`src/design/vsc_pkg.sv`:
```
// Shared types and constants for the Vigenere stream cipher block.
// No dependencies; every module of the block imports this package.
`default_nettype none

package vsc_pkg;

  // Key storage geometry
  localparam int unsigned KeySlots    = 36;
  localparam int unsigned SlotsPerReg = 12;
  localparam int unsigned ShiftW      = 5;
  localparam int unsigned KeyRegW     = SlotsPerReg * ShiftW;
  localparam int unsigned PosW        = $clog2(KeySlots);
  localparam int unsigned CfgIdxW     = 3;
  localparam int unsigned CfgDataW    = KeyRegW;

  // Character constants
  localparam logic [7:0] CharSpace  = 8'h20;
  localparam logic [7:0] CharUpperA = 8'h41;
  localparam logic [7:0] CharUpperZ = 8'h5A;
  localparam logic [7:0] CharLowerA = 8'h61;
  localparam logic [7:0] CharLowerZ = 8'h7A;
  localparam logic [4:0] AlphabetLen = 5'd26;

  // Configuration register indexes
  typedef enum logic [CfgIdxW-1:0] {
    CFG_KEY_FIRST  = 3'd0,
    CFG_KEY_SECOND = 3'd1,
    CFG_KEY_THIRD  = 3'd2,
    CFG_KEY_LENGTH = 3'd3,
    CFG_DECRYPT    = 3'd4
  } cfg_idx_e;

  // Configuration state seen by the datapath
  typedef struct packed {
    logic [3*KeyRegW-1:0] shifts;
    logic [PosW-1:0]      key_len;
    logic                 decrypt;
  } cfg_t;

  // Contents of the input register
  typedef struct packed {
    logic              valid;
    logic [7:0]        data;
    logic              is_space;
    logic [ShiftW-1:0] shift;
    logic              decrypt;
  } stage_t;

endpackage

`default_nettype wire

```
`src/design/vsc_cfg_regs.sv`:
```
// Configuration register file of the Vigenere stream cipher block.
// Depends on vsc_pkg for register indexes and the cfg_t struct.
`default_nettype none

module vsc_cfg_regs
  import vsc_pkg::*;
(
  input  logic                clk_i,
  input  logic                rst_ni,
  input  logic                cfg_we_i,
  input  logic [CfgIdxW-1:0]  cfg_idx_i,
  input  logic [CfgDataW-1:0] cfg_data_i,
  output cfg_t                cfg_o
);

  logic [KeyRegW-1:0] key_first_q, key_second_q, key_third_q;
  logic [PosW-1:0]    key_len_q;
  logic               decrypt_q;

  // Decode writes; indexes beyond the list are dropped
  always_ff @(posedge clk_i or negedge rst_ni) begin
    if (!rst_ni) begin
      key_first_q  <= '0;
      key_second_q <= '0;
      key_third_q  <= '0;
      key_len_q    <= PosW'(1);
      decrypt_q    <= 1'b0;
    end else if (cfg_we_i) begin
      unique case (cfg_idx_e'(cfg_idx_i))
        CFG_KEY_FIRST:  key_first_q  <= cfg_data_i[KeyRegW-1:0];
        CFG_KEY_SECOND: key_second_q <= cfg_data_i[KeyRegW-1:0];
        CFG_KEY_THIRD:  key_third_q  <= cfg_data_i[KeyRegW-1:0];
        CFG_KEY_LENGTH: key_len_q    <= cfg_data_i[PosW-1:0];
        CFG_DECRYPT:    decrypt_q    <= cfg_data_i[0];
        default: ;
      endcase
    end
  end

  assign cfg_o.shifts  = {key_third_q, key_second_q, key_first_q};
  assign cfg_o.key_len = key_len_q;
  assign cfg_o.decrypt = decrypt_q;

endmodule

`default_nettype wire

```
`src/design/vsc_key_stage.sv`:
```
// Key position counter, key shift select and input register.
// Depends on vsc_pkg for cfg_t, stage_t and key geometry.
`default_nettype none

module vsc_key_stage
  import vsc_pkg::*;
(
  input  logic       clk_i,
  input  logic       rst_ni,
  input  cfg_t       cfg_i,
  input  logic       in_valid_i,
  output logic       in_stall_o,
  input  logic [7:0] message_byte_i,
  input  logic       message_start_i,
  input  logic       drain_i,
  output stage_t     stage_o
);

  logic [PosW-1:0]   pos_q, pos_d;
  stage_t            stage_q, stage_d;
  logic [ShiftW-1:0] slots [KeySlots];
  logic [PosW-1:0]   pos_eff, slot_idx, len_eff, pos_adv;
  logic [PosW:0]     pos_inc;
  logic              accept, is_space;

  // Unpack the key registers into slots
  for (genvar k = 0; k < KeySlots; k++) begin : g_slot
    assign slots[k] = cfg_i.shifts[k*ShiftW +: ShiftW];
  end

  // Hold the item while the input register cannot drain
  assign in_stall_o = stage_q.valid & ~drain_i;
  assign accept     = in_valid_i & ~in_stall_o;
  assign is_space   = (message_byte_i == CharSpace);

  // Pick the position and its key shift
  always_comb begin
    pos_eff  = message_start_i ? '0 : pos_q;
    slot_idx = (pos_eff >= PosW'(KeySlots)) ? pos_eff - PosW'(KeySlots) : pos_eff;
    if (cfg_i.key_len == '0) begin
      len_eff = PosW'(1);
    end else if (cfg_i.key_len > PosW'(KeySlots)) begin
      len_eff = PosW'(KeySlots);
    end else begin
      len_eff = cfg_i.key_len;
    end
    pos_inc = {1'b0, pos_eff} + (PosW+1)'(1);
    pos_adv = (pos_inc >= {1'b0, len_eff}) ? '0 : pos_inc[PosW-1:0];
  end

  // Advance the position on non-space items only
  always_comb begin
    pos_d = pos_q;
    if (accept) begin
      pos_d = is_space ? pos_eff : pos_adv;
    end
  end

  // Load or drain the input register
  always_comb begin
    stage_d = stage_q;
    if (accept) begin
      stage_d.valid    = 1'b1;
      stage_d.data     = message_byte_i;
      stage_d.is_space = is_space;
      stage_d.shift    = slots[slot_idx];
      stage_d.decrypt  = cfg_i.decrypt;
    end else if (drain_i) begin
      stage_d.valid = 1'b0;
    end
  end

  always_ff @(posedge clk_i or negedge rst_ni) begin
    if (!rst_ni) begin
      pos_q   <= '0;
      stage_q <= '0;
    end else begin
      pos_q   <= pos_d;
      stage_q <= stage_d;
    end
  end

  assign stage_o = stage_q;

`ifndef SYNTHESIS
  a_pos_in_range: assert property (@(posedge clk_i) disable iff (!rst_ni)
    pos_q < PosW'(KeySlots))
    else $error("key position out of range");

  a_space_holds_pos: assert property (@(posedge clk_i) disable iff (!rst_ni)
    accept && is_space && !message_start_i |=> $stable(pos_q))
    else $error("space advanced the key position");

  a_start_restarts: assert property (@(posedge clk_i) disable iff (!rst_ni)
    accept && message_start_i && !is_space |=> pos_q <= PosW'(1))
    else $error("message start did not restart the key position");
`endif

endmodule

`default_nettype wire

```
`src/design/vsc_out_stage.sv`:
```
// Byte shift with letter wrap, and the result register.
// Depends on vsc_pkg for stage_t and character constants.
`default_nettype none

module vsc_out_stage
  import vsc_pkg::*;
(
  input  logic       clk_i,
  input  logic       rst_ni,
  input  stage_t     stage_i,
  output logic       drain_o,
  output logic       out_valid_o,
  input  logic       out_stall_i,
  output logic [7:0] cipher_byte_o
);

  logic              valid_q, valid_d;
  logic [7:0]        cipher_q, cipher_d;
  logic signed [9:0] sum, lo, hi, fixed;
  logic              upper;

  // Result register can take a new item when empty or being read
  assign drain_o = ~valid_q | ~out_stall_i;

  // Add or subtract the shift, then wrap once by the alphabet length
  always_comb begin
    upper = (stage_i.data >= CharUpperA) && (stage_i.data <= CharUpperZ);
    lo    = upper ? $signed({2'b00, CharUpperA}) : $signed({2'b00, CharLowerA});
    hi    = upper ? $signed({2'b00, CharUpperZ}) : $signed({2'b00, CharLowerZ});
    if (stage_i.decrypt) begin
      sum = $signed({2'b00, stage_i.data}) - $signed({5'b0, stage_i.shift});
    end else begin
      sum = $signed({2'b00, stage_i.data}) + $signed({5'b0, stage_i.shift});
    end
    if (sum < lo) begin
      fixed = sum + $signed({5'b0, AlphabetLen});
    end else if (sum > hi) begin
      fixed = sum - $signed({5'b0, AlphabetLen});
    end else begin
      fixed = sum;
    end
    cipher_d = stage_i.is_space ? stage_i.data : fixed[7:0];
  end

  // Load on drain, drop when taken
  always_comb begin
    valid_d = valid_q;
    if (drain_o) begin
      valid_d = stage_i.valid;
    end
  end

  always_ff @(posedge clk_i or negedge rst_ni) begin
    if (!rst_ni) begin
      valid_q <= 1'b0;
    end else begin
      valid_q <= valid_d;
    end
  end

  always_ff @(posedge clk_i) begin
    if (drain_o && stage_i.valid) begin
      cipher_q <= cipher_d;
    end
  end

  assign out_valid_o   = valid_q;
  assign cipher_byte_o = cipher_q;

endmodule

`default_nettype wire

```
`src/design/vigenere_stream_cipher_top.sv`:
```
// Top level of the Vigenere stream cipher block.
// Depends on vsc_pkg, vsc_cfg_regs, vsc_key_stage and vsc_out_stage.
`default_nettype none

// Accepts one message byte per clock while in_stall_o is low and returns one
// cipher byte for each, in order. A byte is first held in the input register,
// then its result in the result register, from which it is taken: the key
// position counter and the 36-way key shift select work ahead of the input
// register, the add-with-wrap works between the input register and the
// result register. Throughput is one item per cycle while out_stall_i is
// low; with a result waiting, one more item is still taken into the input
// register. No clearing pass after reset. Write configuration only while
// no item is in flight.

module vigenere_stream_cipher_top
  import vsc_pkg::*;
(
  input  logic                clk_i,
  input  logic                rst_ni,
  input  logic                cfg_we_i,
  input  logic [CfgIdxW-1:0]  cfg_idx_i,
  input  logic [CfgDataW-1:0] cfg_data_i,
  input  logic                in_valid_i,
  output logic                in_stall_o,
  input  logic [7:0]          message_byte_i,
  input  logic                message_start_i,
  output logic                out_valid_o,
  input  logic                out_stall_i,
  output logic [7:0]          cipher_byte_o
);

  cfg_t   cfg;
  stage_t stage;
  logic   drain;

  // Configuration registers
  vsc_cfg_regs u_cfg (
    .clk_i      (clk_i),
    .rst_ni     (rst_ni),
    .cfg_we_i   (cfg_we_i),
    .cfg_idx_i  (cfg_idx_i),
    .cfg_data_i (cfg_data_i),
    .cfg_o      (cfg)
  );

  // Key position and input register
  vsc_key_stage u_key (
    .clk_i           (clk_i),
    .rst_ni          (rst_ni),
    .cfg_i           (cfg),
    .in_valid_i      (in_valid_i),
    .in_stall_o      (in_stall_o),
    .message_byte_i  (message_byte_i),
    .message_start_i (message_start_i),
    .drain_i         (drain),
    .stage_o         (stage)
  );

  // Shift and result register
  vsc_out_stage u_out (
    .clk_i         (clk_i),
    .rst_ni        (rst_ni),
    .stage_i       (stage),
    .drain_o       (drain),
    .out_valid_o   (out_valid_o),
    .out_stall_i   (out_stall_i),
    .cipher_byte_o (cipher_byte_o)
  );

endmodule

`default_nettype wire
```
`config.mk`:
```
export PLATFORM = sky130hd
export DESIGN_NAME = vigenere_stream_cipher_top
export DESIGN_NICKNAME = d
export VERILOG_FILES = /design/src/design/vsc_pkg.sv /design/src/design/vsc_cfg_regs.sv /design/src/design/vsc_key_stage.sv /design/src/design/vsc_out_stage.sv /design/src/design/vigenere_stream_cipher_top.sv
export SDC_FILE = /design/constraint.sdc
export NUM_CORES = 1
export LEC_CHECK = 0
export BUFFER_PORTS_ARGS = -buffer_cell sky130_fd_sc_hd__buf_2
export CAP_MARGIN = 20
export CORE_ASPECT_RATIO = 1.5
export CORE_UTILIZATION = 50
export CTS_CLUSTER_DIAMETER = 80
export DETAILED_ROUTE_END_ITERATION = 8
export GPL_ROUTABILITY_DRIVEN = 0
export PLACE_DENSITY = 0.76
export SYNTH_ARGS = -nofsm -noshare
export SYNTH_HDL_FRONTEND = slang
export SYNTH_SLANG_ARGS = --single-unit
export TNS_END_PERCENT = 50
```
`constraint.sdc`:
```
create_clock -name clk_i -period 8.4 [get_ports clk_i]
set_input_delay 0.42 -clock clk_i [delete_from_list [all_inputs] [get_ports clk_i]]
set_output_delay 0.42 -clock clk_i [all_outputs]
set_load 0.05 [all_outputs]
```
==> results of run 1 <==
## power groups by stage
stage	logic, mW	clock network, mW	registers [mW]
final	1.35	0.954	1.46
after global routing	1.47	1.01	1.49
after CTS	1.34	0.970	1.46
after detailed placement	1.33	0	1.48
after global placement	1.30	0	1.47
after floorplan	0.962	0	1.49
## through the flow
stage          std cells  utilization, %  worst slack [ns]  cell area (µm²)  power, mW
2_1_floorplan        976               -              5.02            11400       2.45
3_3_place_gp        1287            53.8              3.60            12000       2.77
3_5_place_dp        1288            53.8              3.58            12100       2.81
4_1_cts             1327            57.0              3.54            12800       3.77
5_1_grt             1331            57.3              3.22            12800       3.97
6_report            1332            57.3              3.52            12800       3.77
## routing by layer
metal / GRT usage (%) / part of all wire, % / vias up
li1: - / - / 3696
met1: 28.2 / 38 / 4053
met2: 43.8 / 52 / 245
met3: 3.55 / 4.3 / 81
met4: 14.3 / 6.0 / 0
met5: 0 / 0 / -
## cell usage in the layout (no fill, tap or decap), types with 6 or more instances in the layout
cell       Yosys  final
nand2_1      103    103
a31oi_1       18     18
clkbuf_16      0     23
dfrtp_1      209    208
nor4_1         6      6
nand3_1       15     15
and3_1         7      7
o21ai_0       22     22
a211oi_1      27     27
edfxtp_1       8      8
buf_4          3      7
buf_2          7     86
nor2b_1       29     29
mux2i_1       53     53
mux4_2        10     10
a22o_1         6      6
inv_1         23     23
ha_1          24     24
nor2_1        27     25
xnor2_1        7      7
o22ai_1        6      6
mux2_2       188    188
a311oi_1      10     10
a21oi_1       25     25
nand2b_1       6      6
## path summary, 6_finish.rpt
path,from,to,cells after the start,slack [ns]
worst min register to register,u_key.stage_o[15]$_DFFE_PN0P_,u_out.out_valid_o$_DFFE_PN0N_,1,0.48
worst max register to register,u_key.pos_q[0]$_DFFE_PN0P_,u_key.pos_q[4]$_DFFE_PN0P_,12,3.52
worst min-delay path,message_byte_i[1],u_key.stage_o[8]$_DFFE_PN0P_,3,0.12
worst max-delay path,u_key.pos_q[0]$_DFFE_PN0P_,u_key.pos_q[4]$_DFFE_PN0P_,12,3.52
min in group asynchronous,rst_ni,u_cfg.key_second_q[36]$_DFFE_PN0P_,2,0.43
max in group asynchronous,rst_ni,u_key.stage_o[5]$_DFFE_PN0P_,4,6.96
## sequential cells by signal (all words and copies together), names as in the netlist
| signal | flops |
|---|---|
| u_cfg.key_first_q | 60 |
| u_cfg.key_second_q | 60 |
| u_cfg.key_third_q | 60 |
| u_key.stage_o | 16 |
| u_out.cipher_byte_o | 8 |
| u_cfg.key_len_q | 6 |
| u_key.pos_q | 6 |
| u_cfg.decrypt_q | 1 |
| u_out.out_valid_o | 1 |
## logic make-up after synthesis
logic type	count (synthesis)	synth area share, %
AND/OR/NAND/NOR	230	10.1
multiplexers	251	25.1
flip-flops	218	48.1
adder cells (fa/ha/maj)	26	2.98
buffers and inverters	83	2.97
XOR/XNOR	11	0.843
AO/OA/AOI/OAI	157	9.93
## worst max-delay path: cells and delay by family (launching register included)
family,cells,cell delay [ns]
compound gates,4,0.89
xor+xnor,1,0.22
fa+ha+maj,2,0.62
buf+inv,2,1.75
flops,1,0.34
simple gates,3,0.96
## area by class of cell
| type | instances | area share, % |
|---|---|---|
| clock buffer | 32 | 5.06 |
| clock inverter | 7 | 0.400 |
| multi-input combinational | 675 | 43.8 |
| sequential | 218 | 42.9 |
| timing repair buffer | 98 | 4.47 |
| inverter | 25 | 0.732 |
| tap | 276 | 2.69 |
| antenna | 1 | 0.0195 |
==> reports/results.tsv, run 1 <==
stage	metric	value	unit
floorplan	io pins	87	
sta	RSZ-0062 raised after global routing	no	
sta	Slew headroom	27.5	%
logic_synthesis	share of the synthesized area in the top cell type	45.8	%
worst_setup_path	CP Capture Type	register	
sta	final number of hold-violating endpoints	0	
worst_setup_path	Worst path max stage delay	1.07	ns
sta	Setup Skew	0.0149	ns
clock_tree	H-Tree Depth	1	
worst_setup_path	CP Cell Sequence	buf_4, nand2_1, inv_2, ha_1, xor2_1, ha_1, a21oi_1, nor2b_1, o21ai_0, nand2b_1, a21oi_1, a22o_1	
worst_setup_path	Max FO, Critical Path	68	
sta	Final TNS setup	0	ns
clock_tree	post-CTS sizing	0	
power	peak supply drop	0.000221	V
job	MaxCap Viol Count	0	
logic_synthesis	Yosys reg bits	218	
placed_design	Detail Placement HPWL	19700	µm
cells_and_area	multi-input logic area	0.00561	mm²
cells_and_area	Final nets	1143	
logic_synthesis	top cells by count, synth	dfrtp_1, mux2_2, nand2_1, mux2i_1, clkbuf_1	
drt	via count	8075	
sta	Worst Tran Pin Value	1.09	ns
clock_tree	clock insertion delay at the later pin of the skew report	0.51	ns
power	Leak	5.50	nW
global_routing	largest net degree at the start of global routing	132	
power	sequential share of power	38.8	%
power	Internal Power	2.43	mW
global_routing	total gr overflow	0	
logic_synthesis	synthesized net count	1079	
clock_tree	CTS tree	built	
power	clock share of power	25.3	%
power	sw power	1.34	mW
sta	Final period util	58.1	%
clock_tree	Clock Path Buffers	3	
global_routing	first-pass GRT wire length	45400	µm
power	pwr dens	294	mW/mm²
drt	mean number of vias per cell	6.06	
drt	DR WL/cell	21.3	µm
clock_tree	Hold-fix buffers, CTS	0	
floorplan	core area	0.0224	mm²
logic_synthesis	sequential fraction of the synthesis area	48.1	%
clock_tree	Post CTS Setup Buffer Count	0	
drt	Post-Route WL	28300	µm
power	switching part of the total power	35.6	%
worst_setup_path	Worst Path Arrival	5.32	ns
floorplan	DIE HEIGHT	187	µm
sta	# setup viols final	0	
logic_synthesis	ys flop type	dfrtp_1	
drt	initial drt markers	512	
logic_synthesis	Post-synth EDFFs	8	
floorplan	die area	0.0235	mm²
clock_tree	TritonCTS Buffers	22	
cells_and_area	Layout area overhead	12.2	%
logic_synthesis	top-count cell post-synth	dfrtp_1	
sta	min Tclk post-route	4.88	ns
sta	max frequency	205	MHz
drt	drt pass-1 iters	7	
drt	DRC violations left	8	
worst_setup_path	critical setup path kind	reg2reg	
min_path	min-delay worst type	in2reg	
sta	fin. max-slew vios	0	
cells_and_area	Reg area	0.00550	mm²
power	Combinational Power Share	35.9	%
worst_setup_path	Startpoint Class	register	
cells_and_area	Filler cells	1819	
worst_setup_path	required time worst endpoint	8.84	ns
logic_synthesis	FFs w/ async S/R, synth	96.3	%
logic_synthesis	Avg Cell Area, Syn	11.7	µm²
clock_tree	clk root buf	clkbuf_16	
logic_synthesis	Synth Cell Area	0.0114	mm²
global_routing	initial antenna violation count	1	
logic_synthesis	number of distinct library cells after synthesis	74	
worst_setup_path	Worst path slowest cell	inv_2	
drt	antenna-violating nets left	0	
outcome	status	finished, violations left	
floorplan	Initial Utilization	51.1	%
clock_tree	clock sinks	218	
logic_synthesis	Area contributors post-synth	dfrtp_1, mux2_2, mux2i_1	
placed_design	Port-buffer cells	86	
global_routing	vias in the first global route	8386	
logic_synthesis	Ys Warns	0	
clock_tree	Worst-path clk slew	0.07	ns
logic_synthesis	Post-Synthesis Cells	976	
global_routing	All-Layer GR Usage	24.7	%
outcome	failing checks	design-rule violations	
floorplan	row count	67	
logic_synthesis	cell taking the most area after synthesis	dfrtp_1	
floorplan	die width	125	µm
cells_and_area	share of layout cells above drive strength 1	33.2	%
sta	Hold WS	0.118	ns
Power figures use the tool's default switching activity.
==> run 2: changes to the inputs <==
clock period = 4.9 ns   (was 8.4 ns; I/O delays follow)
==> run 2 against run 1 <==
  * The run still ends with design-rule violations left
  * Total power grew 72%
  * Final cell count grew 1.7%
  * Sequential share of layout area shrank 0.64 points
  * Hold slack lost 0.11 ns
  * Worst setup slack lost 2.4 ns
  * Critical path type unchanged
==> reports/results.tsv, run 2 (synthesis gave the netlist of run 1 again) <==
stage	metric	value	unit	change
outcome	status	finished, violations left		unchanged
outcome	failing checks	design-rule violations		unchanged
drt	mean number of vias per cell	6.05		was 6.06
worst_setup_path	Crit path max-delay family	compound AO/OA/AOI/OAI gates		was buffers and inverters
sta	Final period util	76.9	%	was 58.1%
clock_tree	clk root buf	clkbuf_16		unchanged
sta	Slew headroom	30.8	%	was 27.5%
global_routing	initial antenna violation count	0		was 1
drt	DRC violations left	4		was 8
cells_and_area	highest-count cells in the layout ignoring fill and taps	dfrtp_1, mux2_2, nand2_1		unchanged
floorplan	Initial Utilization	51.1	%	unchanged
floorplan	io pins	87		unchanged
cells_and_area	commonest non-fill, non-tap cell in the layout	dfrtp_1		unchanged
worst_setup_path	Worst Path Arrival	4.15	ns	was 5.32 ns
clock_tree	Clock Path Buffers	3		unchanged
sta	RSZ-0062 raised after global routing	no		unchanged
floorplan	core area	0.0224	mm²	unchanged
worst_setup_path	required time worst endpoint	5.28	ns	was 8.84 ns
worst_setup_path	critical setup path kind	reg2reg		unchanged
clock_tree	clock insertion delay at the later pin of the skew report	0.51	ns	about the same
global_routing	first-pass GRT wire length	46500	µm	was 45400 µm
sta	min Tclk post-route	3.77	ns	was 4.88 ns
floorplan	row count	67		unchanged
drt	Post-Route WL	28500	µm	was 28300 µm
drt	via count	8185		was 8075
cells_and_area	largest registers	u_cfg.key_first_q: 60 flops, u_cfg.key_second_q: 60 flops, u_cfg.key_third_q: 60 flops		unchanged
clock_tree	TritonCTS Buffers	22		unchanged
job	MaxCap Viol Count	0		unchanged
power	pwr dens	498	mW/mm²	was 294 mW/mm²
placed_design	Cells after DPL	1292		was 1288
worst_setup_path	Worst path max stage delay	0.43	ns	was 1.07 ns
floorplan	die width	125	µm	unchanged
sta	fin. max-slew vios	0		unchanged
worst_setup_path	CP Capture Type	register		unchanged
sta	Setup Skew	0.0160	ns	was 0.0149 ns
cells_and_area	share of layout cells above drive strength 1	32.2	%	was 33.2%
sta	final number of hold-violating endpoints	0		unchanged
clock_tree	Post CTS Setup Buffer Count	0		unchanged
cells_and_area	ANT cells	0		was 1
floorplan	DIE HEIGHT	187	µm	unchanged
drt	DR WL/cell	21.1	µm	was 21.3 µm
worst_setup_path	most used cell, CP	o311a_1		
drt	initial drt markers	542		was 512
power	peak supply drop	0.000306	V	was 0.000221 V
cells_and_area	Reg area	0.00550	mm²	unchanged
drt	antenna-violating nets left	0		unchanged
sta	Worst Tran Pin Value	1.04	ns	was 1.09 ns
cells_and_area	Final Cell Area	0.0130	mm²	was 0.0128 mm²
floorplan	die area	0.0235	mm²	unchanged
placed_design	Port-buffer cells	86		unchanged
cells_and_area	Final nets	1168		was 1143
clock_tree	post-CTS sizing	0		unchanged
worst_setup_path	Worst path slowest cell	dfrtp_1		was inv_2
worst_setup_path	Startpoint Class	register		unchanged
clock_tree	clock sinks	218		unchanged
global_routing	largest net degree at the start of global routing	119		was 132
drt	drt pass-1 iters	7		unchanged
cells_and_area	Final Non-Filler Cells	1354		was 1332
cells_and_area	Filler cells	1836		was 1819
min_path	min-delay worst type	in2reg		unchanged
cells_and_area	Layout area overhead	13.9	%	was 12.2%
global_routing	vias in the first global route	8612		was 8386
sta	# setup viols final	0		unchanged
global_routing	total gr overflow	0		unchanged
worst_setup_path	Buf/Inv on CP	2		unchanged
placed_design	Detail Placement HPWL	20100	µm	was 19700 µm
cells_and_area	multi-input logic area	0.00561	mm²	unchanged
clock_tree	H-Tree Depth	1		unchanged
global_routing	All-Layer GR Usage	25.2	%	was 24.7%
worst_setup_path	CP Cell Sequence	inv_1, ha_1, nor2b_1, o311a_1, nor4_1, o311a_1, inv_1, ha_1, nor2_1, nand3_1, o311a_1, o311ai_0, and3_1, o211a_1		was buf_4, nand2_1, inv_2, ha_1, xor2_1, ha_1, a21oi_1, nor2b_1, o21ai_0, nand2b_1, a21oi_1, a22o_1
sta	Final TNS setup	0	ns	unchanged
placed_design	DP Area	0.0121	mm²	about the same
sta	max frequency	265	MHz	was 205 MHz
clock_tree	CTS tree	built		unchanged
clock_tree	Worst-path clk slew	0.06	ns	was 0.07 ns
worst_setup_path	Max FO, Critical Path	6		was 68
power	Leak	5.58	nW	was 5.50 nW
run 2: cell types whose count changed in the layout (fill, tap and decap cells not counted), moves of 2 or more:
cell / delta
dlygate4sd3_1: +24
buf_16: -2
buf_4: +4
clkbuf_8: -2
clkbuf_1: +2
clkinv_2: -2
run 2: worst reg2reg max path: cells and delay by family, from the launching register on:
family	cells	cell delay [ns]
AND/OR/NAND/NOR	5	0.79
buffers and inverters	2	0.23
flip-flops	1	0.43
AO/OA/AOI/OAI	5	1.64
adder cells (fa/ha/maj)	2	0.55
run 2: per-layer routing:
layer / global-route usage (%) / vias to the layer above / wire length (µm)
li1: - / 3751 / -
met1: 29.3 / 4105 / 10900
met2: 44.2 / 244 / 14600
met3: 3.26 / 85 / 1290
met4: 15.3 / 0 / 1820
met5: 0 / - / 0
run 2: final cells by class:
| class | instances | share of cell area, % |
|---|---|---|
| clock inverter | 5 | 0.500 |
| tap | 276 | 2.65 |
| timing repair buffer | 123 | 5.97 |
| clock buffer | 32 | 4.83 |
| inverter | 25 | 0.721 |
| multi-input combinational | 675 | 43.1 |
| sequential | 218 | 42.2 |
run 2: final timing paths:
check	endpoint	slack, ns	cells after the start	start
worst max register to register	u_out.cipher_byte_o[5]$_DFFE_PP_	1.13	14	u_key.stage_o[2]$_DFFE_PN0P_
worst max-delay path	u_out.cipher_byte_o[5]$_DFFE_PP_	1.13	14	u_key.stage_o[2]$_DFFE_PN0P_
min in group asynchronous	u_cfg.key_second_q[26]$_DFFE_PN0P_	0.41	2	rst_ni
max in group asynchronous	u_key.pos_q[0]$_DFFE_PN0P_	3.21	3	rst_ni
worst min register to register	u_out.out_valid_o$_DFFE_PN0N_	0.48	1	u_key.stage_o[15]$_DFFE_PN0P_
worst min-delay path	u_cfg.key_second_q[16]$_DFFE_PN0P_	0.003	2	cfg_data_i[16]
run 2: power breakdown:
part	switching (mW)	internal, mW	total, mW
Clock	0.694	0.946	1.64
Combinational	1.37	0.994	2.36
Sequential	0.231	2.25	2.48
run 2: timing repair:
item	CTS	global route
setup endpoints to repair	0	0
hold endpoints to repair	159	0
hold buffers	25	0
run 2: metrics by stage:
step	hold WS (ns)	utilization (%)	total power, mW	setup WS (ns)
after CTS	0.00113	58.2	6.49	1.20
after floorplan	-0.0506	-	4.20	1.59
after global placement	0.434	53.9	4.75	1.40
after detailed placement	0.436	53.9	4.83	1.23
final	0.00343	58.2	6.48	1.13
after global routing	0.00251	58.2	6.83	0.929
==> run 3: changes to the inputs <==
clock period = 3.9 ns   (was 4.9 ns; I/O delays follow)
==> run 3 against run 2 <==
  * The flow still finishes with violations (design-rule violations)
  * Combinational power increased by 28%
  * Final cell count up 3.3%
  * Non-clock buffer count is 45 higher
  * Sequential power is 25% higher
  * Register-to-register slack lost 0.94 ns
  * Count of clock-buffer cells in the layout down 1
  * Critical path type unchanged
  * Largest power group unchanged
==> reports/results.tsv, run 3 (synthesis gave the netlist of run 1 again) <==
stage	metric	value	unit	change
outcome	status	finished, violations left		unchanged
outcome	failing checks	design-rule violations		unchanged
power	pwr dens	610	mW/mm²	was 498 mW/mm²
cells_and_area	commonest non-fill, non-tap cell in the layout	dfrtp_1		unchanged
worst_setup_path	critical setup path kind	reg2reg		unchanged
sta	Final TNS setup	0	ns	unchanged
global_routing	All-Layer GR Usage	25.6	%	was 25.2%
global_routing	largest net degree at the start of global routing	137		was 119
sta	# setup viols final	0		unchanged
floorplan	io pins	87		unchanged
sta	fin. max-slew vios	0		unchanged
clock_tree	CTS tree	built		unchanged
drt	via count	8353		was 8185
clock_tree	H-Tree Depth	1		unchanged
clock_tree	clock insertion delay at the later pin of the skew report	0.51	ns	about the same
global_routing	first-pass GRT wire length	47000	µm	was 46500 µm
global_routing	initial antenna violation count	0		unchanged
clock_tree	Worst-path clk slew	0.07	ns	was 0.06 ns
worst_setup_path	worst r2r path cells	12		was 14
job	MaxCap Viol Count	0		unchanged
sta	Setup Skew	0.0156	ns	was 0.0160 ns
worst_setup_path	required time worst endpoint	4.15	ns	was 5.28 ns
min_path	min-delay worst type	in2reg		unchanged
worst_setup_path	Critical R2R Capture	u_out.cipher_byte_o[4]$_DFFE_PP_		was u_out.cipher_byte_o[5]$_DFFE_PP_
cells_and_area	final design utilization	60.5	%	was 58.2%
cells_and_area	highest-count cells in the layout ignoring fill and taps	dfrtp_1, mux2_2, nand2_1		unchanged
cells_and_area	share of layout cells above drive strength 1	31.7	%	was 32.2%
floorplan	row count	67		unchanged
worst_setup_path	reg2reg setup slack	0.19	ns	was 1.13 ns
clock_tree	clock sinks	218		unchanged
drt	mean number of vias per cell	5.97		was 6.05
worst_setup_path	CP startpoint	u_key.stage_o[9]$_DFFE_PN0P_		was u_key.stage_o[2]$_DFFE_PN0P_
cells_and_area	Layout area overhead	18.4	%	was 13.9%
sta	max frequency	269	MHz	was 265 MHz
cells_and_area	largest registers	u_cfg.key_first_q: 60 flops, u_cfg.key_second_q: 60 flops, u_cfg.key_third_q: 60 flops		unchanged
worst_setup_path	Critical Path Sink	u_out.cipher_byte_o[4]$_DFFE_PP_		was u_out.cipher_byte_o[5]$_DFFE_PP_
drt	DR WL/cell	20.8	µm	was 21.1 µm
cells_and_area	ANT cells	0		unchanged
sta	min Tclk post-route	3.71	ns	was 3.77 ns
floorplan	DIE HEIGHT	187	µm	unchanged
sta	final number of hold-violating endpoints	0		unchanged
drt	initial drt markers	568		was 542
cells_and_area	multi-input logic area	0.00561	mm²	unchanged
worst_setup_path	Worst Path Arrival	3.96	ns	was 4.15 ns
worst_setup_path	worst flop-to-flop path startpoint	u_key.stage_o[9]$_DFFE_PN0P_		was u_key.stage_o[2]$_DFFE_PN0P_
drt	Post-Route WL	29100	µm	was 28500 µm
placed_design	DP Area	0.0121	mm²	about the same
cells_and_area	Final Cell Area	0.0135	mm²	was 0.0130 mm²
global_routing	vias in the first global route	8629		was 8612
cells_and_area	Filler cells	1741		was 1836
worst_setup_path	Startpoint Class	register		unchanged
sta	Worst Tran Pin Value	0.964	ns	was 1.04 ns
drt	DRC violations left	4		unchanged
floorplan	Initial Utilization	51.1	%	unchanged
floorplan	die width	125	µm	unchanged
placed_design	Port-buffer cells	86		unchanged
worst_setup_path	CP Capture Type	register		unchanged
floorplan	die area	0.0235	mm²	unchanged
clock_tree	post-CTS sizing	0		unchanged
power	Leak	5.80	nW	was 5.58 nW
floorplan	core area	0.0224	mm²	unchanged
sta	RSZ-0062 raised after global routing	no		unchanged
clock_tree	Clock Path Buffers	3		unchanged
clock_tree	clk root buf	clkbuf_16		unchanged
worst_setup_path	Max FO, Critical Path	10		was 6
placed_design	Detail Placement HPWL	20200	µm	was 20100 µm
cells_and_area	Final nets	1213		was 1168
drt	drt pass-1 iters	7		unchanged
drt	antenna-violating nets left	0		unchanged
sta	Final period util	95.2	%	was 76.9%
power	peak supply drop	0.000509	V	was 0.000306 V
clock_tree	TritonCTS Buffers	22		unchanged
cells_and_area	Reg area	0.00550	mm²	unchanged
global_routing	total gr overflow	0		unchanged
sta	Slew headroom	35.6	%	was 30.8%
[run 3: worst min-delay path by stage]
stage                       start                          endpoint  depth (start not counted)
finish              cfg_data_i[4]  u_cfg.key_first_q[4]$_DFFE_PN0P_                          2
global placement       in_valid_i     u_key.stage_o[15]$_DFFE_PN0P_                          2
global route        cfg_data_i[4]  u_cfg.key_third_q[4]$_DFFE_PN0P_                          2
detailed placement     in_valid_i     u_key.stage_o[15]$_DFFE_PN0P_                          2
floorplan                  rst_ni       u_cfg.decrypt_q$_DFFE_PN0P_                          0
CTS                 cfg_data_i[5]    u_cfg.key_len_q[5]$_DFFE_PN0P_                          2
[run 3: what timing repair did]
action,4_1_cts,5_1_grt
endpoints found under the hold margin,302,0
setup buffers,0,0
endpoints found under the setup margin,0,1
hold buffers,65,0
[run 3: routing by layer]
| metal | global-route usage, % | wire, µm | vias to the layer above |
|---|---|---|---|
| met5 | 0 | 0 | - |
| met4 | 15.5 | 1850 | 0 |
| met3 | 3.40 | 1190 | 81 |
| met2 | 44.5 | 14900 | 239 |
| met1 | 29.9 | 11200 | 4200 |
| li1 | - | - | 3833 |
[run 3: cell type report]
class | count | share of cell area (%)
Timing Repair Buffer | 168 | 9.31
Tap cell | 276 | 2.55
Clock buffer | 31 | 4.84
Clock inverter | 6 | 0.518
Inverter | 25 | 0.693
Sequential cell | 218 | 40.6
Multi-Input combinational cell | 675 | 41.5
[run 3: metrics by stage]
stage / hold WS, ns / cells / power, mW / setup slack, ns
6_report: 0.0257 / 1399 / 8.26 / 0.189
3_3_place_gp: 0.414 / 1295 / 5.98 / 0.417
5_1_grt: 0.0164 / 1399 / 8.70 / 0.0142
2_1_floorplan: -0.101 / 976 / 5.27 / 0.593
4_1_cts: 0.00714 / 1398 / 8.26 / 0.290
3_5_place_dp: 0.427 / 1296 / 6.08 / 0.301
[run 3: worst max-delay path, cell delays in order (launching register included)]
cell	delay [ns]
dfrtp_1	0.45
ha_1	0.44
o21ai_0	0.26
a21oi_1	0.10
o31a_1	0.24
o311a_1	0.41
inv_1	0.14
ha_1	0.27
or2_2	0.33
o311ai_4	0.13
nand4b_1	0.18
o2111ai_1	0.15
or3b_1	0.37
[run 3: report_power, final]
part	internal, mW	switching (mW)
clock network	1.24	0.880
logic	1.30	1.73
registers	2.82	0.289
total	5.36	2.90
